### src/sv/swm_pkg.sv
// ---------------------------------------------------------------------------
// sliding window max package
// shared types and fixed widths of the sliding window max core
// ---------------------------------------------------------------------------
`timescale 1ns / 1ps

package swm_pkg;

   // fixed field widths
   localparam int SAMPLE_WIDTH = 32;
   localparam int WL_WIDTH     = 7;

   typedef logic signed [SAMPLE_WIDTH-1:0] sample_type;
   typedef logic [WL_WIDTH-1:0]            wl_type;

   // controls from the sequencer to every cell of the chain
   typedef struct packed {
      logic shift_en;   // take neighbor's sample and valid bit
      logic scan_clr;   // drop the running maximum
      logic scan_en;    // one hop of the running maximum toward cell 0
      logic seq_clr;    // end of sequence, drop all valid bits
   } cell_ctrl_type;

endpackage

### src/sv/swm_cell.sv
// ---------------------------------------------------------------------------
// sliding window max cell
// one stage of the sample chain: holds a sample and a running maximum that
// moves one cell toward the head in each scan cycle
// ---------------------------------------------------------------------------
`timescale 1ns / 1ps

module swm_cell #(
   parameter int KW         = 7,
   parameter int CELL_INDEX = 0
) (
   input  logic                  clock,
   input  logic                  reset,
   input  swm_pkg::cell_ctrl_type ctrl,
   input  logic [KW-1:0]         k_eff,
   input  swm_pkg::sample_type   value_prev,
   input  logic                  valid_prev,
   input  swm_pkg::sample_type   pmax_next,
   input  logic                  pvalid_next,
   output swm_pkg::sample_type   value,
   output logic                  valid,
   output swm_pkg::sample_type   pmax,
   output logic                  pvalid
);
   import swm_pkg::*;

   localparam logic [KW-1:0] IDX = KW'(CELL_INDEX);

   sample_type value_ff;
   logic       valid_ff;
   sample_type pmax_ff, pmax_in;
   logic       pvalid_ff, pvalid_in;
   logic       in_window;

   // sample storage, shifts away from the head on each request
   always_ff @(posedge clock) begin
      if (ctrl.shift_en) begin
         value_ff <= value_prev;
      end
   end

   always_ff @(posedge clock) begin
      if (reset || ctrl.seq_clr) begin
         valid_ff <= 1'b0;
      end else if (ctrl.shift_en) begin
         valid_ff <= valid_prev;
      end
   end

   // merge own sample into the maximum coming from the tail side
   always_comb begin
      in_window = valid_ff && (IDX < k_eff);
      pmax_in   = pmax_next;
      pvalid_in = pvalid_next;
      if (in_window) begin
         pvalid_in = 1'b1;
         if (!(pvalid_next && (pmax_next > value_ff))) begin
            pmax_in = value_ff;
         end
      end
   end

   always_ff @(posedge clock) begin
      if (ctrl.scan_en) begin
         pmax_ff <= pmax_in;
      end
   end

   always_ff @(posedge clock) begin
      if (reset || ctrl.scan_clr) begin
         pvalid_ff <= 1'b0;
      end else if (ctrl.scan_en) begin
         pvalid_ff <= pvalid_in;
      end
   end

   assign value  = value_ff;
   assign valid  = valid_ff;
   assign pmax   = pmax_ff;
   assign pvalid = pvalid_ff;

endmodule

### config.mk
export PLATFORM = sky130hd
export DESIGN_NAME = swm_cell
export DESIGN_NICKNAME = d
export VERILOG_FILES = /design/src/sv/swm_pkg.sv /design/src/sv/swm_cell.sv
export SDC_FILE = /design/constraint.sdc
export NUM_CORES = 1
export LEC_CHECK = 0
export ABC_AREA = 1
export BUFFER_PORTS_ARGS = -buffer_cell sky130_fd_sc_hd__buf_2
export CAP_MARGIN = 20
export CORE_MARGIN = 10
export CORE_UTILIZATION = 25
export DETAILED_ROUTE_END_ITERATION = 10
export PLACE_DENSITY = 0.53
export SKIP_LAST_GASP = 1
export SYNTH_ARGS = -nofsm -noshare
export SYNTH_HDL_FRONTEND = slang
export SYNTH_SLANG_ARGS = --single-unit
### constraint.sdc
create_clock -name clock -period 2 [get_ports clock]
set_input_delay 0.1 -clock clock [delete_from_list [all_inputs] [get_ports clock]]
set_output_delay 0.1 -clock clock [all_outputs]
set_load 0.02 [all_outputs]
# After elaboration in Yosys (flattened, before gate mapping)
# Cells that the tools add are included.
[op_classes] n_mul=0 n_addsub=0 n_reduce_logical=4 n_mux=3 magnitude_cmp=2 bitwise_logic=0 div=0 n_eq_ne=0 shifts=0
[op_table] cell="$mux W32" count=2
[op_table] cell="$gt A32 B32 Y1" count=1
[op_table] cell="$lt A1 B7 Y1 const A" count=1
[op_table] cell="$logic_and A1 B1 Y1" count=2
[op_table] cell="$logic_or A1 B1 Y1" count=2
[op_table] cell="$mux W1" count=1
[word_totals] mem_count=0 ff_bits=66 ramBits=0 mem_bits_ro=0 elab_cells=13 latch_bits=0 in_bits=79

# Longest topological paths before layout
[logic_depth] word_depth=4 mapped_depth=19

# Worst setup path before layout
# OpenSTA, ideal clock, no wires.
[synth_timing] kind="register -> register" from="register value_ff[31], in the netlist value[31]" to="register pmax_ff[10], in the netlist pmax[10], data pin" n_path_buf=1 slack_ns=-0.093 t_arrival_ns=1.840 stages_incl_launch_ff=13 synth_period_minus_slack_ns=2.093 cell_sequence="edfxtp_1 -> inv_1 -> ha_1 -> a21oi_1 -> o21a_1 -> nand2_1 -> a21oi_1 -> nand3_1 -> nand3_2 -> nand2_4 -> buf_6 -> nand2_1 -> nand2_1"
[synth_between] elab_chain_cells=4
[synth_lines] item="from (decl)" line="swm_cell.sv:29" rtl="sample_type value_ff;"
[synth_lines] item="from (signal assigned)" line="swm_cell.sv:38" rtl="value_ff <= value_prev;"
[synth_lines] item="$gt A32 B32 Y1" line="swm_cell.sv:57" rtl="if (!(pvalid_next && (pmax_next > value_ff))) begin"
[synth_lines] item="$logic_and A1 B1 Y1" line="swm_cell.sv:57"
[synth_lines] item="$mux W32" line="swm_cell.sv:57"
[synth_lines] item="$mux W32" line="swm_cell.sv:55" rtl="if (in_window) begin"
[synth_lines] item="named net pmax_in[10]" line="swm_cell.sv:31" rtl="sample_type pmax_ff, pmax_in;"
[synth_lines] item="to (signal assigned)" line="swm_cell.sv:65" rtl="pmax_ff <= pmax_in;"
[synth_lines] item="to (decl)" line="swm_cell.sv:31"
# The timed path passes the listed nets, and every way through them passes these cells.
# A chain may end at the register's enable or synchronous reset.

# Final worst setup path
[layout_timing] from="register value_ff[7], in the netlist value[7]" to="register pmax_ff[23], in the netlist pmax[23], data pin"
# Same word-level chain as after synthesis.

==> flow_summary.json <==
{
  "outcome": "complete, but fails checks",
  "violations": "setup timing",
  "finalMaxSlewViolations": 0,
  "cp.depth": 16,
  "syn_area_per_cell_um2": 10.3,
  "synth_fp_nets": 436,
  "final_cell_area_um2": 5640,
  "critical_path_class": "flip-flop to flip-flop",
  "hold_viol": 0,
  "first_global_vias": 3408,
  "postSynthCellCount": 325,
  "clockBufferDepth": 2,
  "clock_latency_ns": 0.34,
  "ant_nets": 0,
  "start_kind": "flip-flop",
  "routabilityCongestion": 0.735,
  "worst_path_dominant_cell_family": "simple AND/OR/NAND/NOR gates",
  "die-width_um": 136,
  "cp.buffers_inverters": 2,
  "clk_pin_slew_ns": 0.05,
  "drc_errors": 0,
  "drt_pass1_iterations": 5,
  "nets": 666,
  "numCtsBuffers": 9,
  "cp.arrival_ns": 2.22,
  "gr-usage-all-layers_pct": 12.3,
  "routed_wl_um": 11300,
  "tightest_slew_ns": 0.688,
  "antenna_found_initial": 1,
  "yosysTopAreaCell": "edfxtp_1",
  "max-slew-margin-rel_pct": 54.0,
  "max_cap_viol_count": 0,
  "critPathMaxFanout": 8,
  "crit_top_cell": "nand2_2",
  "grt_max_degree": 19,
  "cts_tree": "built",
  "netlist_area_um2": 3360,
  "vdd_drop_max_uv": 406,
  "cts_root_buffer": "clkbuf_16",
  "clock-sinks": 66,
  "ys_ff_latch": 66,
  "syn_to_final_growth_pct": 67.8,
  "die_h_um": 136,
  "viasPerCell": 4.29,
  "yosysUniqueCellTypes": 23,
  "coreArea_um2": 13200,
  "portBuffers": 144,
  "cp_slowest_cell": "edfxtp_1",
  "drt-initial-drc-count": 133,
  "synth.top_cell.area_share_pct": 57.2,
  "ys_seq_area_share_pct": 58.4,
  "wire_per_inst_um": 15.4,
  "path_cells": "inv_2 > ha_4 > nand2_2 > nor2_1 > nor2_2 > nand2_1 > nand2_1 > nand2_1 > nand2_2 > nand2_2 > nand2_2 > nand3_4 > nand2_8 > buf_12 > nand2_2 > nand2_1",
  "whs_path_depth": 3,
  "rows": 42,
  "power_mw": 4.14,
  "dp_slack_ns": -0.235,
  "drive_gt1_share_pct": 48.4,
  "end_kind": "flip-flop",
  "hpwl_um": 8410,
  "grt-ovfl-total": 0,
  "holdCritPathClass": "input port to flip-flop",
  "setup_slack_ns": -0.133,
  "period_minus_slack_ns": 2.13,
  "rsz0062_at_grt": "yes",
  "start_util_pct": 25.5,
  "slowest_delay_ns": 0.36,
  "worstRegToRegCells": 16,
  "clock.fmax_ghz": 0.469,
  "post_dp_cell_area_um2": 4620,
  "num_vias": 3165,
  "powerDensity_nw_per_um2": 733,
  "p_leak_nw": 2.68,
  "fin_skew_ns": 0.00486,
  "setup_viol": 32,
  "ys_warn_count": 0,
  "dieArea_um2": 18500,
  "grt_pass1_wl_um": 17500,
  "period_share_pct": 107,
  "required_ns": 2.09,
  "synth_area_leaders": "edfxtp_1 (57%), ha_1 (12%), nand2_1 (11%)",
  "h-tree-depth": 3,
  "num_io_pins": 145
}
-- repair_timing --
action | in CTS | in global routing
gates resized for setup | 50 | 27
endpoints found under the setup margin | 32 | 32
setup buffers | 5 | 1
pin swaps | 20 | 2
endpoints found under the hold margin | 34 | 0
hold buffers | 36 | 0
gates cloned | 1 | 0
-- per-stage QoR --
step | hold slack, ns | setup TNS, ns | cells | util (%)
after global routing | 0.0537 | -8.76 | 736 | 42.8
after CTS | 0.0356 | -4.56 | 735 | 42.0
after floorplan | 0.177 | -2.18 | 325 | -
after global placement | 0.262 | -5.71 | 677 | 35.1
final | 0.0478 | -3.83 | 737 | 42.8
after detailed placement | 0.270 | -7.06 | 677 | 35.1
-- worst min-delay path, cell delays in order --
cell,delay (ns)
buf_2,0.09
nand2_1,0.05
nand2_1,0.04
-- worst paths after layout --
path              endpoint          start  slack (ns)
setup / recovery  pmax[23]       value[7]       -0.13
hold / removal    pmax[12]  pmax_next[12]        0.05
setup reg to reg  pmax[23]       value[7]       -0.13
hold reg to reg     pvalid         pvalid        0.50
-- registers in the layout, indices dropped and copies added (netlist names) --
register,count
value,32
pvalid,1
pmax,32
valid,1
-- layout by cell type, fill, tap and decap left out, drive strengths merged, types with 2 or more instances in the layout --
cell type	Yosys	layout
buf	6	192
nand2	101	101
edfxtp	64	64
inv	41	41
dlygate4sd3	0	36
nand3	36	36
ha	32	32
a21oi	14	14
clkbuf	3	12
nor2	10	10
nor3	4	4
clkinv	0	3
nand4	2	2
o21a	2	2
nor4	2	2
dfxtp	2	2
o21ai	2	2
-- report_power, final --
| group | switching, mW | internal [mW] | leakage, nW |
|---|---|---|---|
| combinational | 0.518 | 0.422 | 1.90 |
| clock | 0.565 | 0.955 | 0.136 |
| sequential | 0.0404 | 1.63 | 0.644 |
| total | 1.12 | 3.01 | 2.68 |
-- cells by family (layout without fill, tap and decap cells) --
group                      after synthesis  after routing  synth area share [%]
other                                    0              1                     0
DFF                                     66             66                  58.4
and+or+nand+nor                        155            155                  19.6
AOI/OAI and AO/OA                       21             21                  3.46
muxes                                    1              1                 0.298
buffers and inverters                   50            285                  6.36
adders and majority gates               32             32                  11.9
-- synthesized netlist by cell type --
cell / count
a21oi_1: 14
clkbuf_1: 3
inv_1: 41
nand3_1: 35
nor2_2: 2
buf_2: 3
a21boi_1: 1
a21o_1: 1
buf_6: 3
ha_1: 32
edfxtp_1: 64
nand2_4: 1
nand2_1: 100
nand3_2: 1
nor3_1: 4
nand4_1: 2
nor4_1: 2
nor2_1: 8
dfxtp_1: 2
o21ai_0: 2
a31oi_1: 1
o21a_1: 2
mux2i_1: 1
-- metal layers --
layer / wire length (µm) / vias up / track usage, %
met4: 245 / 0 / 5.44
met2: 5590 / 127 / 20.6
met3: 988 / 23 / 4.50
met1: 4500 / 1451 / 13.8
li1: - / 1564 / -
met5: 0 / - / 0
-- final cells by class --
type / instances / area [µm²]
antenna: 1 / 2.50
clock buffer: 12 / 236
clock inverter: 4 / 42.5
fill: 1271 / 7550
inverter: 41 / 154
multi-input combinational: 209 / 1500
sequential: 66 / 1960
tap: 176 / 220
timing repair buffer: 228 / 1520
Note: power is estimated with default switching activity, not from simulation.
