## config.mk

```make
export PLATFORM = sky130hd
export DESIGN_NAME = swm_ctrl
export DESIGN_NICKNAME = d
export VERILOG_FILES = /design/src/sv/swm_pkg.sv /design/src/sv/swm_ctrl.sv
export SDC_FILE = /design/constraint.sdc
export NUM_CORES = 1
export LEC_CHECK = 0
export ABC_CLOCK_PERIOD_IN_PS = 1900
export BUFFER_PORTS_ARGS = -buffer_cell sky130_fd_sc_hd__buf_2
export CAP_MARGIN = 20
export CORE_AREA = 10 10 52 84
export CTS_CLUSTER_DIAMETER = 40
export DETAILED_ROUTE_END_ITERATION = 12
export DIE_AREA = 0 0 62 94
export PLACE_DENSITY = 0.79
export SLEW_MARGIN = 40
export SYNTH_ARGS = -nofsm -noshare
export SYNTH_HDL_FRONTEND = slang
export SYNTH_SLANG_ARGS = --single-unit
```

## constraint.sdc

```tcl
create_clock -name clock -period 1.9 [get_ports clock]
set_input_delay 0 -clock clock [delete_from_list [all_inputs] [get_ports clock]]
set_output_delay 0 -clock clock [all_outputs]
set_load 0.1 [all_outputs]
```

## src/sv/swm_pkg.sv

```systemverilog
// ---------------------------------------------------------------------------
// sliding window max package
// shared types and fixed widths of the sliding window max core
// ---------------------------------------------------------------------------
`timescale 1ns / 1ps

package swm_pkg;

   // fixed field widths
   localparam int SAMPLE_WIDTH = 32;
   localparam int WL_WIDTH     = 7;

   typedef logic signed [SAMPLE_WIDTH-1:0] sample_type;
   typedef logic [WL_WIDTH-1:0]            wl_type;

   // controls from the sequencer to every cell of the chain
   typedef struct packed {
      logic shift_en;   // take neighbor's sample and valid bit
      logic scan_clr;   // drop the running maximum
      logic scan_en;    // one hop of the running maximum toward cell 0
      logic seq_clr;    // end of sequence, drop all valid bits
   } cell_ctrl_type;

endpackage

```

## src/sv/swm_ctrl.sv

```systemverilog
// ---------------------------------------------------------------------------
// sliding window max sequencer
// request handshake, window length register, sample count, scan timing and
// result handshake of the sliding window max core
// ---------------------------------------------------------------------------
`timescale 1ns / 1ps

module swm_ctrl #(
   parameter int WINDOW_MAX = 64,
   parameter int KW         = $clog2(WINDOW_MAX + 1)
) (
   input  logic                   clock,
   input  logic                   reset,
   input  logic                   csr_valid,
   output logic                   csr_ready,
   input  swm_pkg::wl_type        csr_data,
   input  logic                   req_tvalid,
   output logic                   req_tready,
   input  logic                   req_tlast,
   output logic                   rsp_tvalid,
   input  logic                   rsp_tready,
   output logic                   rsp_load,
   output logic                   rsp_last,
   output swm_pkg::cell_ctrl_type ctrl,
   output logic [KW-1:0]          k_eff
);
   import swm_pkg::*;

   typedef enum logic [2:0] {
      ST_IDLE = 3'b001,
      ST_SCAN = 3'b010,
      ST_DONE = 3'b100
   } state_type;

   state_type     state_ff, state_in;
   wl_type        wl_ff;
   logic [KW-1:0] seen_ff, seen_in, seen_inc;
   logic [KW-1:0] scan_cnt_ff, scan_cnt_in;
   logic          emit_ff, emit_in;
   logic          last_ff, last_in;
   logic          rsp_valid_ff, rsp_valid_in;
   logic          can_load;

   // window length register
   assign csr_ready = 1'b1;

   always_ff @(posedge clock) begin
      if (reset) begin
         wl_ff <= WL_WIDTH'(1);
      end else if (csr_valid) begin
         wl_ff <= csr_data;
      end
   end

   // zero means one, long windows saturate at the chain length
   always_comb begin
      if (wl_ff == '0) begin
         k_eff = KW'(1);
      end else if (int'(wl_ff) > WINDOW_MAX) begin
         k_eff = KW'(WINDOW_MAX);
      end else begin
         k_eff = KW'(wl_ff);
      end
   end

   assign can_load = !rsp_valid_ff || rsp_tready;
   assign seen_inc = (seen_ff < KW'(WINDOW_MAX)) ? seen_ff + KW'(1) : seen_ff;

   // sequencer
   always_comb begin
      state_in      = state_ff;
      seen_in       = seen_ff;
      scan_cnt_in   = scan_cnt_ff;
      emit_in       = emit_ff;
      last_in       = last_ff;
      req_tready    = 1'b0;
      rsp_load      = 1'b0;
      ctrl          = '0;
      unique case (state_ff)
         ST_IDLE: begin
            req_tready = 1'b1;
            if (req_tvalid) begin
               ctrl.shift_en = 1'b1;
               ctrl.scan_clr = 1'b1;
               seen_in       = seen_inc;
               emit_in       = (seen_inc >= k_eff);
               last_in       = req_tlast;
               scan_cnt_in   = k_eff;
               state_in      = ST_SCAN;
            end
         end
         ST_SCAN: begin
            ctrl.scan_en = 1'b1;
            scan_cnt_in  = scan_cnt_ff - KW'(1);
            if (scan_cnt_ff == KW'(1)) begin
               state_in = ST_DONE;
            end
         end
         ST_DONE: begin
            if (!emit_ff || can_load) begin
               rsp_load     = emit_ff;
               ctrl.seq_clr = last_ff;
               if (last_ff) begin
                  seen_in = '0;
               end
               state_in = ST_IDLE;
            end
         end
         default: begin
            state_in = ST_IDLE;
         end
      endcase
   end

   // result valid flag of the output register
   always_comb begin
      rsp_valid_in = rsp_valid_ff;
      if (rsp_load) begin
         rsp_valid_in = 1'b1;
      end else if (rsp_tready) begin
         rsp_valid_in = 1'b0;
      end
   end

   always_ff @(posedge clock) begin
      if (reset) begin
         state_ff     <= ST_IDLE;
         seen_ff      <= '0;
         rsp_valid_ff <= 1'b0;
      end else begin
         state_ff     <= state_in;
         seen_ff      <= seen_in;
         rsp_valid_ff <= rsp_valid_in;
      end
   end

   always_ff @(posedge clock) begin
      scan_cnt_ff <= scan_cnt_in;
      emit_ff     <= emit_in;
      last_ff     <= last_in;
   end

   assign rsp_tvalid = rsp_valid_ff;
   assign rsp_last   = last_ff;

endmodule

```

Yosys cells after proc, flatten, opt, wreduce, memory -nomap -nowiden
Index checks and enable logic that the tools add are counted.

operators by class
  $add $sub $neg = 2
  magnitude comparators = 3
  eq/ne operators = 8
  multiplexer cells = 23
  reduce and logical (&&, ||, !) cells = 12

operators by type and width
  operator             count
  $mux 7               7
  $pmux 7 s2           2
  $mux 3               3
  $pmux 3 s3           1
  $mux 1               8
  $ne 2x2->1 const B   4
  $add 7x1->7 const B  1
  $eq 7x1->1 const B   1
  $ge 7x7->1           1
  $gt 7x7->1 const B   1
  $logic_not 7->1      1
  $lt 7x7->1 const B   1
  $sub 7x1->7 const B  1
  $reduce_bool 2->1    3
  $mux 2               2
  $reduce_and 2->1     2
  $reduce_and 4->1     1
  $eq 3x1->1 const B   1
  $eq 3x2->1 const B   1
  $eq 3x3->1 const B   1
  $reduce_and 3->1     1
  $logic_not 1->1      2
  $logic_or 1x1->1     2

word-level totals
  bits in registers = 27
  input bits = 13
  output and inout port bits = 16

Depth between registers and ports, before layout
Gate-level depths: netlist (run 1).

  depth in word-level cells = 6
  depth in mapped cells = 7
  gate-level depth less buffers = 7

Worst setup path before layout (run 1)
No wires, ideal clock.

  path type = register -> register
  start = register wl_ff[1]
  end = register emit_ff, data pin
  setup time = 0.261 ns
  data arrival time = 2.718 ns
  slack = -1.080 ns
  stages on the path, launching flop included = 8
  path buffers = 0
  path through = dfxtp_1 nor3_1 a21oi_1 nor2_1 ha_1 nand2b_1 a211oi_1 o31ai_1

on the way
  cells in the longest elaborated chain, start to end = 4
  elaborated cells between the ends (all ways) = 5
  classes of those cells = order compare (2); mux (2); reduce/logical (1)

RTL lines
  what                    RTL line         text
  from (decl)             swm_ctrl.sv:36   wl_type wl_ff;
  from (signal assigned)  swm_ctrl.sv:51   wl_ff <= csr_data;
  $gt 7x7->1              swm_ctrl.sv:59   end else if (int'(wl_ff) > WINDOW_MAX) begin
  $mux 7                  swm_ctrl.sv:59
  $mux 7 *                swm_ctrl.sv:57   if (wl_ff == '0) begin
  via k_eff[0]            swm_ctrl.sv:25   output logic [KW-1:0] k_eff
  $ge 7x7->1 *            swm_ctrl.sv:86   emit_in = (seen_inc >= k_eff);
  to (signal assigned)    swm_ctrl.sv:139  emit_ff <= emit_in;
  to (decl)               swm_ctrl.sv:39   logic emit_ff, emit_in;

The timed path passes the listed nets; every way through them passes the cells marked *.
A chain may end at the register's enable or synchronous reset.

Worst setup path after layout (run 1)
  start = register seen_ff[0]
  end = register emit_ff, data pin

on the way
  cells in the longest elaborated chain, start to end = 3
  elaborated cells between the ends (all ways) = 4
  classes of those cells = add/sub (1); order compare (2); mux (1)

RTL lines
  what                                       RTL line         text
  from (decl)                                swm_ctrl.sv:37   logic [KW-1:0] seen_ff, seen_in, seen_inc;
  from (signal assigned)                     swm_ctrl.sv:132  seen_ff <= seen_in;
  $add 7x1->7 or $lt 7x7->1 (tied branches)  swm_ctrl.sv:67   assign seen_inc = (seen_ff < KW'(WINDOW_MAX)) ? seen_ff + KW'(1) : seen_ff;
  $mux 7 *                                   swm_ctrl.sv:67
  $ge 7x7->1 *                               swm_ctrl.sv:86

Every way passes the cells marked *; elsewhere a longest branch is shown, timed or not.

==> results of run 1 <==
[routing by layer]
layer | up-vias | part of all wire (%)
li1 | 661 | -
met1 | 611 | 38
met2 | 20 | 56
met3 | 7 | 3.2
met4 | 0 | 2.1
met5 | - | 0
[how the worst min path moves through the flow]
stage	to	slack [ps]	cells past startpoint
2_1_floorplan	rsp_last$_DFFE_PP_	100	0
5_1_grt	wl_ff[3]$_SDFFE_PP0P_	130	2
4_1_cts	wl_ff[6]$_SDFFE_PP0P_	100	2
3_3_place_gp	rsp_last$_DFFE_PP_	180	1
3_5_place_dp	rsp_last$_DFFE_PP_	180	1
6_report	wl_ff[6]$_SDFFE_PP0P_	100	2
[cells in the mapped netlist (all sizes together), types with 2 or more instances]
| master | instances | area (µm²) |
|---|---|---|
| a21oi | 6 | 30.0 |
| a31o | 2 | 17.5 |
| and3 | 2 | 12.5 |
| buf | 3 | 20.0 |
| clkbuf | 6 | 22.5 |
| dfxtp | 18 | 360 |
| edfxtp | 9 | 270 |
| ha | 10 | 125 |
| inv | 11 | 41.3 |
| mux2i | 6 | 60.1 |
| nand2 | 15 | 56.3 |
| nand2b | 10 | 62.6 |
| nand4 | 2 | 12.5 |
| nand4b | 2 | 17.5 |
| nand4bb | 2 | 22.5 |
| nor2 | 14 | 52.6 |
| nor2b | 3 | 18.8 |
| nor3 | 2 | 10.0 |
| nor3b | 2 | 15.0 |
| o21ai | 5 | 25.0 |
| o22ai | 2 | 12.5 |
| o2bb2ai | 4 | 35.0 |
| or3 | 2 | 12.5 |
| xnor2 | 5 | 43.8 |
| xor2 | 3 | 26.3 |
[state kept, by name (all words and copies together), names as in the netlist]
signal / count
scan_cnt_ff: 7
seen_ff: 7
wl_ff: 7
state_ff: 3
emit_ff: 1
rsp_last: 1
rsp_tvalid: 1
[power breakdown]
group	leakage (nW)	internal (mW)	switching (mW)
clock network	0.0228	0.150	0.173
registers	0.237	0.639	0.0359
logic	0.590	0.105	0.255
total	0.850	0.894	0.464
[cells by family after synthesis]
family / count (synthesis) / synth area share, %
muxes: 7 / 4.60
buffers and inverters: 20 / 5.40
other: 1 / 0.242
DFF: 27 / 40.6
and+or+nand+nor: 65 / 23.5
AOI/OAI and AO/OA: 29 / 13.1
xor gates and xnor gates: 8 / 4.52
adders and majority gates: 10 / 8.06
[final cells by class]
type / count / share of cell area, %
clock buffer: 4 / 2.37
inverter: 11 / 2.37
multi-input combinational: 120 / 46.0
sequential: 27 / 33.6
tap: 42 / 2.77
timing repair buffer: 39 / 12.9
[timing repair]
| action | in CTS | in global routing |
|---|---|---|
| resized for setup | 3 | 4 |
| buffers inserted | 1 | 0 |
| pin swaps | 1 | 2 |
| endpoints found under the hold margin | 8 | 0 |
| setup endpoints to repair | 1 | 3 |
| hold buffers | 8 | 0 |
==> insert_results.sql, run 1 <==
INSERT INTO impl_metrics (metric_group, metric, value, unit) VALUES
('critical_path', 'beginning_of_the_worst_register_to_register_path', 'seen_ff[0]$_SDFFE_PP0P_', ''),
('critical_path', 'path_cells', 'ha_2 -> nand4b_1 -> xnor2_2 -> ha_1 -> a21oi_2 -> o21a_1 -> o31ai_1', ''),
('timing', 'timing.setup.tns', '0', 'ps'),
('floorplanning', 'die_y', '94', 'µm'),
('power', 'p_leak', '0.850', 'nW'),
('floorplanning', 'initial_core_utilization', '52.4', '%'),
('global_routing', 'first_pass_grt_wire_length', '6320', 'µm'),
('global_routing', 'largest_net_degree_at_the_start_of_global_routing', '23', ''),
('yosys', 'yosys_warnings', '0', ''),
('timing', 'final.hold.worst_slack', '103', 'ps'),
('yosys', 'post_synth_edffs', '9', ''),
('timing', 'max_freq', '0.534', 'GHz'),
('critical_path', 'critical_path_depth', '7', ''),
('final_layout', 'regArea', '637', 'µm²'),
('timing', 'final_period_minus_worst_setup_slack', '1870', 'ps'),
('critical_path', 'worst_setup_path_end_kind', 'flop', ''),
('critical_path', 'crit_path_max_incr_delay', '380', 'ps'),
('power', 'power-per-cell-area', '716', 'nW/µm²'),
('global_routing', 'grt_antenna_before_repair', '0', ''),
('final_layout', 'final_layout_size_suffix_gt1_share', '24.9', '%'),
('route', 'detail_route.drc_violations', '0', ''),
('global_routing', 'grt_overflow', '0', ''),
('clock_tree', 'numClockSinks', '27', ''),
('critical_path', 'critical_path.n_buffers_inverters', '0', ''),
('yosys', 'yosys_most_used_dff', 'sky130_fd_sc_hd__dfxtp_1', ''),
('final_layout', 'area_of_the_multi_input_gates', '872', 'µm²'),
('critical_path', 'reg2regPathDepth', '7', ''),
('yosys', 'post_synth_instance_area', '1550', 'µm²'),
('clock_tree', 'clk_pin_slew_worst_paths', '90', 'ps'),
('floorplanning', 'floorplan.io_pins', '29', ''),
('timing', 'fin_ws', '26.3', 'ps'),
('yosys', 'fraction_of_synthesis_flops_using_an_asynchronous_set_or_reset_pin', '0', '%'),
('place', 'place_congestion', '0.837', ''),
('floorplanning', 'core.rowCount', '26', ''),
('timing', 'clock-skew-final', '2.38', 'ps'),
('route', 'detail_route.wl_per_cell', '15.2', 'µm'),
('run_status', 'status', 'complete, no violations', ''),
('timing', 'setup_viol', '0', ''),
('route', 'drtAntennaViolNets', '0', ''),
('clock_tree', 'tritoncts_clock_tree', 'yes', ''),
('final_layout', 'diodes_inserted', '0', ''),
('critical_path', 'crit_path_start', 'seen_ff[0]$_SDFFE_PP0P_', ''),
('power', 'power.ir.vdd_worst', '0.547', 'mV'),
('global_routing', 'm1_gr_usage', '14.5', '%'),
('timing', 'setup_repair_after_global_routing_missed_its_margin', 'true', ''),
('critical_path', 'critPathArrivalTime', '1900', 'ps'),
('place', 'dpl_hpwl', '2920', 'µm'),
('clock_tree', 'clock_latency', '270', 'ps'),
('yosys', 'synth_seq_cells', '27', ''),
('critical_path', 'crit_path_end', 'emit_ff$_DFFE_PP_', ''),
('timing', 'share_of_the_clock_period_used_by_the_worst_path_after_layout', '98.6', '%'),
('route', 'dr.pass1.iters', '4', ''),
('critical_path', 'startpoint_type', 'flop', ''),
('critical_path', 'crit_slowest_cell', 'sky130_fd_sc_hd__dfxtp_4', ''),
('power', 'design_power_total', '1.36', 'mW'),
('global_routing', 'number_of_global_route_vias_before_repair', '1364', ''),
('final_layout', 'final_cell_mix', '27 x sky130_fd_sc_hd__buf_2, 15 x sky130_fd_sc_hd__nand2_1, 15 x sky130_fd_sc_hd__dfxtp_1', ''),
('yosys', 'yosysSeqAreaShare', '40.6', '%'),
('global_routing', 'gr-max-usage-layer', 'met2', ''),
('yosys', 'postSynthCellCount', '167', ''),
('place', 'placement.setup.worst_slack', '-46.8', 'ps'),
('final_layout', 'fin_util', '64.1', '%'),
('critical_path', 'critPathTopFamily', 'adder cells', ''),
('floorplanning', 'coreArea', '2960', 'µm²'),
('critical_path', 'required', '1930', 'ps'),
('clock_tree', 'largest_buffer_count_on_any_clock_path', '2', ''),
('clock_tree', 'ctsRootBufferMaster', 'sky130_fd_sc_hd__clkbuf_8', ''),
('critical_path', 'rrSetupSlack', '30', 'ps'),
('floorplanning', 'die_area', '5830', 'µm²'),
('critical_path', 'crit_fanout', '5', ''),
('hold_path', 'holdCritPathClass', 'input pin to flop', '');
(Power assumes the default switching activity.)
==> inputs of run 2 (changes only) <==
--- a/config.mk
+++ b/config.mk
@@ -13,6 +13,7 @@
 export DETAILED_ROUTE_END_ITERATION = 12
 export DIE_AREA = 0 0 62 94
 export PLACE_DENSITY = 0.79
+export RECOVER_POWER = 100
 export SLEW_MARGIN = 40
 export SYNTH_ARGS = -nofsm -noshare
 export SYNTH_HDL_FRONTEND = slang
==> insert_results.sql, run 2 (synthesis results as in run 1) <==
INSERT INTO impl_metrics (metric_group, metric, value, unit) VALUES
('final_layout', 'final_cell_mix', '26 x sky130_fd_sc_hd__buf_2, 15 x sky130_fd_sc_hd__nand2_1, 15 x sky130_fd_sc_hd__dfxtp_1', ''),
('critical_path', 'crit_slowest_cell', 'sky130_fd_sc_hd__dfxtp_4', ''),
('route', 'detail_route.drc_violations', '0', ''),
('clock_tree', 'ctsRootBufferMaster', 'sky130_fd_sc_hd__clkbuf_8', ''),
('clock_tree', 'largest_buffer_count_on_any_clock_path', '2', ''),
('place', 'placement.setup.worst_slack', '-46.8', 'ps'),
('timing', 'final.hold.worst_slack', '103', 'ps'),
('global_routing', 'first_pass_grt_wire_length', '6320', 'µm'),
('place', 'placedInstanceArea', '1740', 'µm²'),
('global_routing', 'number_of_global_route_vias_before_repair', '1364', ''),
('critical_path', 'worst-setup-path-type', 'flop to flop', ''),
('timing', 'share_of_the_clock_period_used_by_the_worst_path_after_layout', '98.6', '%'),
('place', 'dp.cells', '230', ''),
('timing', 'worst-slew-pin-transition', '1190', 'ps'),
('critical_path', 'path_cells', 'ha_2 -> nand4b_1 -> xnor2_2 -> ha_1 -> a21oi_2 -> o21a_1 -> o31ai_1', ''),
('global_routing', 'grt_overflow', '0', ''),
('floorplanning', 'core.rowCount', '26', ''),
('critical_path', 'startpoint_type', 'flop', ''),
('final_layout', 'area.growth.synth_to_final', '22.2', '%'),
('route', 'vias', '1299', ''),
('timing', 'setup_viol', '0', ''),
('hold_path', 'holdCritPathClass', 'input pin to flop', ''),
('global_routing', 'largest_net_degree_at_the_start_of_global_routing', '23', ''),
('floorplanning', 'die_y', '94', 'µm'),
('place', 'port-buffer-count', '27', ''),
('timing', 'final_period_minus_worst_setup_slack', '1870', 'ps'),
('final_layout', 'final_layout_size_suffix_gt1_share', '24.4', '%'),
('critical_path', 'reg2regPathDepth', '7', ''),
('power', 'power-per-cell-area', '716', 'nW/µm²'),
('clock_tree', 'number_of_h_tree_branching_levels', '1', ''),
('final_layout', 'final_nets', '225', ''),
('final_layout', 'fillCellCount', '245', ''),
('global_routing', 'grt_antenna_before_repair', '0', ''),
('final_layout', 'layout.cells.non_filler', '243', ''),
('final_layout', 'top_flop_regs', 'scan_cnt_ff: 7 flops, seen_ff: 7 flops, wl_ff: 7 flops', ''),
('power', 'p_leak', '0.846', 'nW'),
('hold_path', 'hold-path-cell-count', '2', ''),
('final_layout', 'fin_util', '64.0', '%'),
('clock_tree', 'tritoncts.num_buffers', '3', ''),
('clock_tree', 'clk_pin_slew_worst_paths', '90', 'ps'),
('critical_path', 'critical_path.n_buffers_inverters', '0', ''),
('route', 'wirelength', '3700', 'µm'),
('route', 'drtAntennaViolNets', '0', ''),
('clock_tree', 'clock_latency', '270', 'ps'),
('run', 'timing.max_cap.violations', '0', ''),
('critical_path', 'crit_fanout', '5', ''),
('route', 'dr.pass1.iters', '4', ''),
('timing', 'maxSlewHeadroom', '21.3', '%'),
('floorplanning', 'coreArea', '2960', 'µm²'),
('floorplanning', 'floorplan.io_pins', '29', ''),
('route', 'detail_route.wl_per_cell', '15.2', 'µm'),
('floorplanning', 'initial_core_utilization', '52.4', '%'),
('critical_path', 'critPathArrivalTime', '1900', 'ps'),
('timing', 'max_freq', '0.534', 'GHz'),
('floorplanning', 'die_area', '5830', 'µm²'),
('floorplanning', 'fp.dieW', '62', 'µm'),
('route', 'drtIter0Drc', '32', ''),
('critical_path', 'required', '1930', 'ps'),
('timing', 'hold_viol_final', '0', ''),
('timing', 'clock-skew-final', '2.38', 'ps'),
('critical_path', 'crit_path_max_incr_delay', '380', 'ps'),
('timing', 'setup_repair_after_global_routing_missed_its_margin', 'true', ''),
('final_layout', 'fin_area', '1900', 'µm²'),
('clock_tree', 'tritoncts_clock_tree', 'yes', ''),
('power', 'power.ir.vdd_worst', '0.547', 'mV'),
('route', 'routed_via_density', '5.35', ''),
('timing', 'fin_ws', '26.3', 'ps'),
('critical_path', 'worst_setup_path_end_kind', 'flop', ''),
('final_layout', 'mostFrequentLayoutCell', 'sky130_fd_sc_hd__buf_2', ''),
('critical_path', 'critPathTopFamily', 'adder cells', ''),
('global_routing', 'globalRouteTotalUtil', '13.9', '%'),
('final_layout', 'diodes_inserted', '0', ''),
('run_status', 'status', 'complete, no violations', ''),
('place', 'dpl_hpwl', '2920', 'µm'),
('critical_path', 'critical_path_depth', '7', ''),
('clock_tree', 'numClockSinks', '27', ''),
('timing', 'slew_viol_final', '0', ''),
('place', 'place_congestion', '0.837', '');
==> run 2: layout make-up <==
| class | count | area [µm²] | area share [%] |
|---|---|---|---|
| multi-input combinational | 120 | 872 | 46.0 |
| tap | 42 | 52.6 | 2.77 |
| inverter | 11 | 45.0 | 2.38 |
| sequential | 27 | 637 | 33.6 |
| clock buffer | 4 | 45.0 | 2.38 |
| timing repair buffer | 39 | 244 | 12.9 |
==> run 2: what timing repair did <==
| action | CTS | global route |
|---|---|---|
| resized for setup | 3 | 4 |
| hold buffers | 8 | 0 |
| setup buffers | 1 | 0 |
| pin swaps | 1 | 2 |
| endpoints found under the setup margin | 1 | 3 |
| endpoints found under the hold margin | 8 | 0 |
==> run 2: where the power goes <==
group          total (mW)  switching [mW]  internal [mW]
clock               0.324           0.173          0.150
sequential          0.675          0.0359          0.639
combinational       0.359           0.255          0.105
total                1.36           0.464          0.894
==> run 2: worst reg2reg max path: stages, from the launching register on <==
cell	delay, ps
sky130_fd_sc_hd__dfxtp_4	380
sky130_fd_sc_hd__ha_2	200
sky130_fd_sc_hd__nand4b_1	150
sky130_fd_sc_hd__xnor2_2	240
sky130_fd_sc_hd__ha_1	300
sky130_fd_sc_hd__a21oi_2	150
sky130_fd_sc_hd__o21a_1	150
sky130_fd_sc_hd__o31ai_1	70
==> run 2: path summary, 6_finish.rpt <==
kind | endpoint | start | slack [ps]
hold reg to reg | seen_ff[6]$_SDFFE_PP0P_ | seen_ff[6]$_SDFFE_PP0P_ | 530
setup / recovery | emit_ff$_DFFE_PP_ | seen_ff[0]$_SDFFE_PP0P_ | 30
hold / removal | wl_ff[6]$_SDFFE_PP0P_ | reset | 100
setup reg to reg | emit_ff$_DFFE_PP_ | seen_ff[0]$_SDFFE_PP0P_ | 30
==> run 2: per-layer routing <==
metal	track usage, %	routed length (µm)	vias up
met1	14.5	1410	611
met3	2.17	118	7
met2	25.9	2090	20
met4	5.24	76	0
li1	-	-	661
met5	0	0	-
==> run 2: through the flow <==
step / power, mW / TNS [ps]
final: 1.36 / 0
after global routing: 1.42 / -74.3
after CTS: 1.37 / 0
after detailed placement: 1.03 / -46.8
after global placement: 1.02 / 0
after floorplan: 0.959 / -699
==> inputs of run 3 (changes only) <==
--- a/config.mk
+++ b/config.mk
@@ -5,14 +5,14 @@
 export SDC_FILE = /design/constraint.sdc
 export NUM_CORES = 1
 export LEC_CHECK = 0
-export ABC_CLOCK_PERIOD_IN_PS = 1900
+export ABC_CLOCK_PERIOD_IN_PS = 1600
 export BUFFER_PORTS_ARGS = -buffer_cell sky130_fd_sc_hd__buf_2
 export CAP_MARGIN = 20
-export CORE_AREA = 10 10 52 84
+export CORE_AREA = 10 10 54 88
 export CTS_CLUSTER_DIAMETER = 40
 export DETAILED_ROUTE_END_ITERATION = 12
-export DIE_AREA = 0 0 62 94
-export PLACE_DENSITY = 0.79
+export DIE_AREA = 0 0 64 98
+export PLACE_DENSITY = 0.76
 export RECOVER_POWER = 100
 export SLEW_MARGIN = 40
 export SYNTH_ARGS = -nofsm -noshare
==> constraint.sdc (replaced) <==
create_clock -name clock -period 1.6 [get_ports clock]
set_input_delay 0 -clock clock [delete_from_list [all_inputs] [get_ports clock]]
set_output_delay 0 -clock clock [all_outputs]
set_load 0.1 [all_outputs]
==> insert_results.sql, run 3 (synthesis results as in run 1) <==
INSERT INTO impl_metrics (metric_group, metric, value, unit) VALUES
('run_status', 'status', 'finished with violations', ''),
('run_status', 'violations', 'negative setup slack', ''),
('floorplanning', 'core.rowCount', '28', ''),
('critical_path', 'required', '1630', 'ps'),
('clock_tree', 'largest_buffer_count_on_any_clock_path', '2', ''),
('place', 'place_congestion', '0.814', ''),
('timing', 'final.hold.worst_slack', '51.1', 'ps'),
('run', 'timing.max_cap.violations', '0', ''),
('route', 'dr.pass1.iters', '6', ''),
('route', 'maxUsedRoutingLayer', 'met4', ''),
('critical_path', 'critPathTopFamily', 'simple AND/OR/NAND/NOR gates', ''),
('floorplanning', 'fp.dieW', '64', 'µm'),
('critical_path', 'path_cells', 'and3b_1 -> and2_1 -> xor2_1 -> ha_1 -> nand2_1 -> o21a_1 -> o31ai_1', ''),
('floorplanning', 'die_area', '6270', 'µm²'),
('final_layout', 'regArea', '641', 'µm²'),
('floorplanning', 'die_y', '98', 'µm'),
('place', 'placedInstanceArea', '2040', 'µm²'),
('route', 'detail_route.wl_per_cell', '15.6', 'µm'),
('timing', 'share_of_the_clock_period_used_by_the_worst_path_after_layout', '108', '%'),
('global_routing', 'globalRouteTotalUtil', '13.3', '%'),
('final_layout', 'area.growth.synth_to_final', '48.6', '%'),
('final_layout', 'top_flop_regs', 'scan_cnt_ff: 7 flops, seen_ff: 7 flops, wl_ff: 7 flops', ''),
('clock_tree', 'clock_latency', '270', 'ps'),
('final_layout', 'final_cell_mix', '29 x sky130_fd_sc_hd__buf_4, 15 x sky130_fd_sc_hd__nand2_1, 13 x sky130_fd_sc_hd__nor2_1', ''),
('global_routing', 'grt_antenna_before_repair', '0', ''),
('final_layout', 'fin_area', '2310', 'µm²'),
('timing', 'fin_ws', '-125', 'ps'),
('final_layout', 'fillCellCount', '254', ''),
('clock_tree', 'number_of_h_tree_branching_levels', '1', ''),
('critical_path', 'crit_path_max_incr_delay', '370', 'ps'),
('final_layout', 'diodes_inserted', '0', ''),
('critical_path', 'crit_slowest_cell', 'sky130_fd_sc_hd__dfxtp_4', ''),
('final_layout', 'mostFrequentLayoutCell', 'sky130_fd_sc_hd__buf_4', ''),
('final_layout', 'final_nets', '256', ''),
('clock_tree', 'numClockSinks', '27', ''),
('critical_path', 'critPathArrivalTime', '1760', 'ps'),
('timing', 'hold_viol_final', '0', ''),
('global_routing', 'first_pass_grt_wire_length', '6980', 'µm'),
('critical_path', 'crit_fanout', '4', ''),
('route', 'routed_via_density', '5.24', ''),
('timing', 'final_period_minus_worst_setup_slack', '1720', 'ps'),
('route', 'wirelength', '4330', 'µm'),
('route', 'detail_route.drc_violations', '0', ''),
('route', 'wl_met2', '2450', 'µm'),
('global_routing', 'largest_net_degree_at_the_start_of_global_routing', '23', ''),
('final_layout', 'final_layout_size_suffix_gt1_share', '41.4', '%'),
('power', 'power-per-cell-area', '757', 'nW/µm²'),
('route', 'drtIter0Drc', '30', ''),
('timing', 'worst-slew-pin-transition', '551', 'ps'),
('clock_tree', 'tritoncts_clock_tree', 'yes', ''),
('final_layout', 'area_of_the_multi_input_gates', '962', 'µm²'),
('timing', 'maxSlewHeadroom', '63.4', '%'),
('place', 'dpl_hpwl', '3090', 'µm'),
('timing', 'setup_repair_after_global_routing_missed_its_margin', 'true', ''),
('timing', 'max_freq', '0.580', 'GHz'),
('hold_path', 'holdCritPathClass', 'input pin to flop', ''),
('place', 'port-buffer-count', '27', ''),
('floorplanning', 'floorplan.io_pins', '29', ''),
('route', 'vias', '1451', ''),
('power', 'p_leak', '1.04', 'nW'),
('final_layout', 'fin_util', '69.3', '%'),
('timing', 'slew_viol_final', '0', ''),
('clock_tree', 'clk_pin_slew_worst_paths', '90', 'ps'),
('timing', 'clock-skew-final', '3.69', 'ps'),
('critical_path', 'worst-setup-path-type', 'flop to flop', ''),
('route', 'met1_length', '1640', 'µm'),
('power', 'power.ir.vdd_worst', '0.579', 'mV'),
('global_routing', 'number_of_global_route_vias_before_repair', '1573', ''),
('critical_path', 'startpoint_type', 'flop', ''),
('route', 'detailroute.wirelength.met3', '108', 'µm'),
('critical_path', 'critical_path.n_buffers_inverters', '0', ''),
('global_routing', 'grt_overflow', '0', ''),
('critical_path', 'worst_setup_path_end_kind', 'flop', ''),
('timing', 'setup_viol', '12', ''),
('floorplanning', 'initial_core_utilization', '46.6', '%'),
('route', 'drtAntennaViolNets', '0', ''),
('floorplanning', 'coreArea', '3330', 'µm²'),
('clock_tree', 'ctsRootBufferMaster', 'sky130_fd_sc_hd__clkbuf_8', ''),
('clock_tree', 'tritoncts.num_buffers', '3', '');
run 3: cell count changes in the layout (fill, tap and decap cells not counted), sizes merged:
cell | before | now
buf | 30 | 48
clkbuf | 5 | 18
inv | 10 | 9
clkinvlp | 1 | 2
run 3: worst reg2reg max path, cell delays in order, from the launching register on:
cell and delay, ps:
sky130_fd_sc_hd__dfxtp_4 370, sky130_fd_sc_hd__and3b_1 230, sky130_fd_sc_hd__and2_1 190, sky130_fd_sc_hd__xor2_1 180, sky130_fd_sc_hd__ha_1 260, sky130_fd_sc_hd__nand2_1 70, sky130_fd_sc_hd__o21a_1 130, sky130_fd_sc_hd__o31ai_1 60
run 3: what timing repair did:
| action | CTS | global route |
|---|---|---|
| endpoints found under the hold margin | 8 | 0 |
| setup endpoints to repair | 3 | 16 |
| hold buffers | 8 | 0 |
| gates resized for setup | 15 | 15 |
| pin swaps | 8 | 10 |
| setup buffers | 4 | 2 |
run 3: cell type report:
type | instances | area share [%]
multi-input combinational | 120 | 41.7
clock buffer | 4 | 1.95
timing repair buffer | 70 | 24.1
inverter | 11 | 2.01
sequential | 27 | 27.8
tap | 45 | 2.44
run 3: final timing paths:
kind	endpoint	depth (start not counted)	slack [ps]	from
min reg2reg	wl_ff[6]$_SDFFE_PP0P_	2	570	wl_ff[6]$_SDFFE_PP0P_
max	emit_ff$_DFFE_PP_	7	-120	seen_ff[6]$_SDFFE_PP0P_
min	state_ff[2]$_SDFFE_PP0P_	4	50	rsp_tready
max reg2reg	emit_ff$_DFFE_PP_	7	-120	seen_ff[6]$_SDFFE_PP0P_
run 3: metrics by stage:
stage / setup slack [ps] / TNS (ps) / power, mW / cells
after global routing: -212 / -1870 / 1.82 / 277
after global placement: -119 / -119 / 1.29 / 259
after detailed placement: -203 / -203 / 1.30 / 259
after CTS: -131 / -131 / 1.73 / 275
after floorplan: -856 / -2030 / 1.15 / 167
final: -125 / -736 / 1.75 / 277
run 3: power by group:
part | total (mW) | internal [mW] | switching (mW)
clock | 0.388 | 0.178 | 0.209
combinational | 0.562 | 0.216 | 0.346
sequential | 0.795 | 0.758 | 0.0375
run 3: layer usage:
metal,track usage (%),up-vias
met5,0,-
li1,-,723
met3,1.95,11
met2,25.9,27
met1,12.8,690
met4,6.09,0
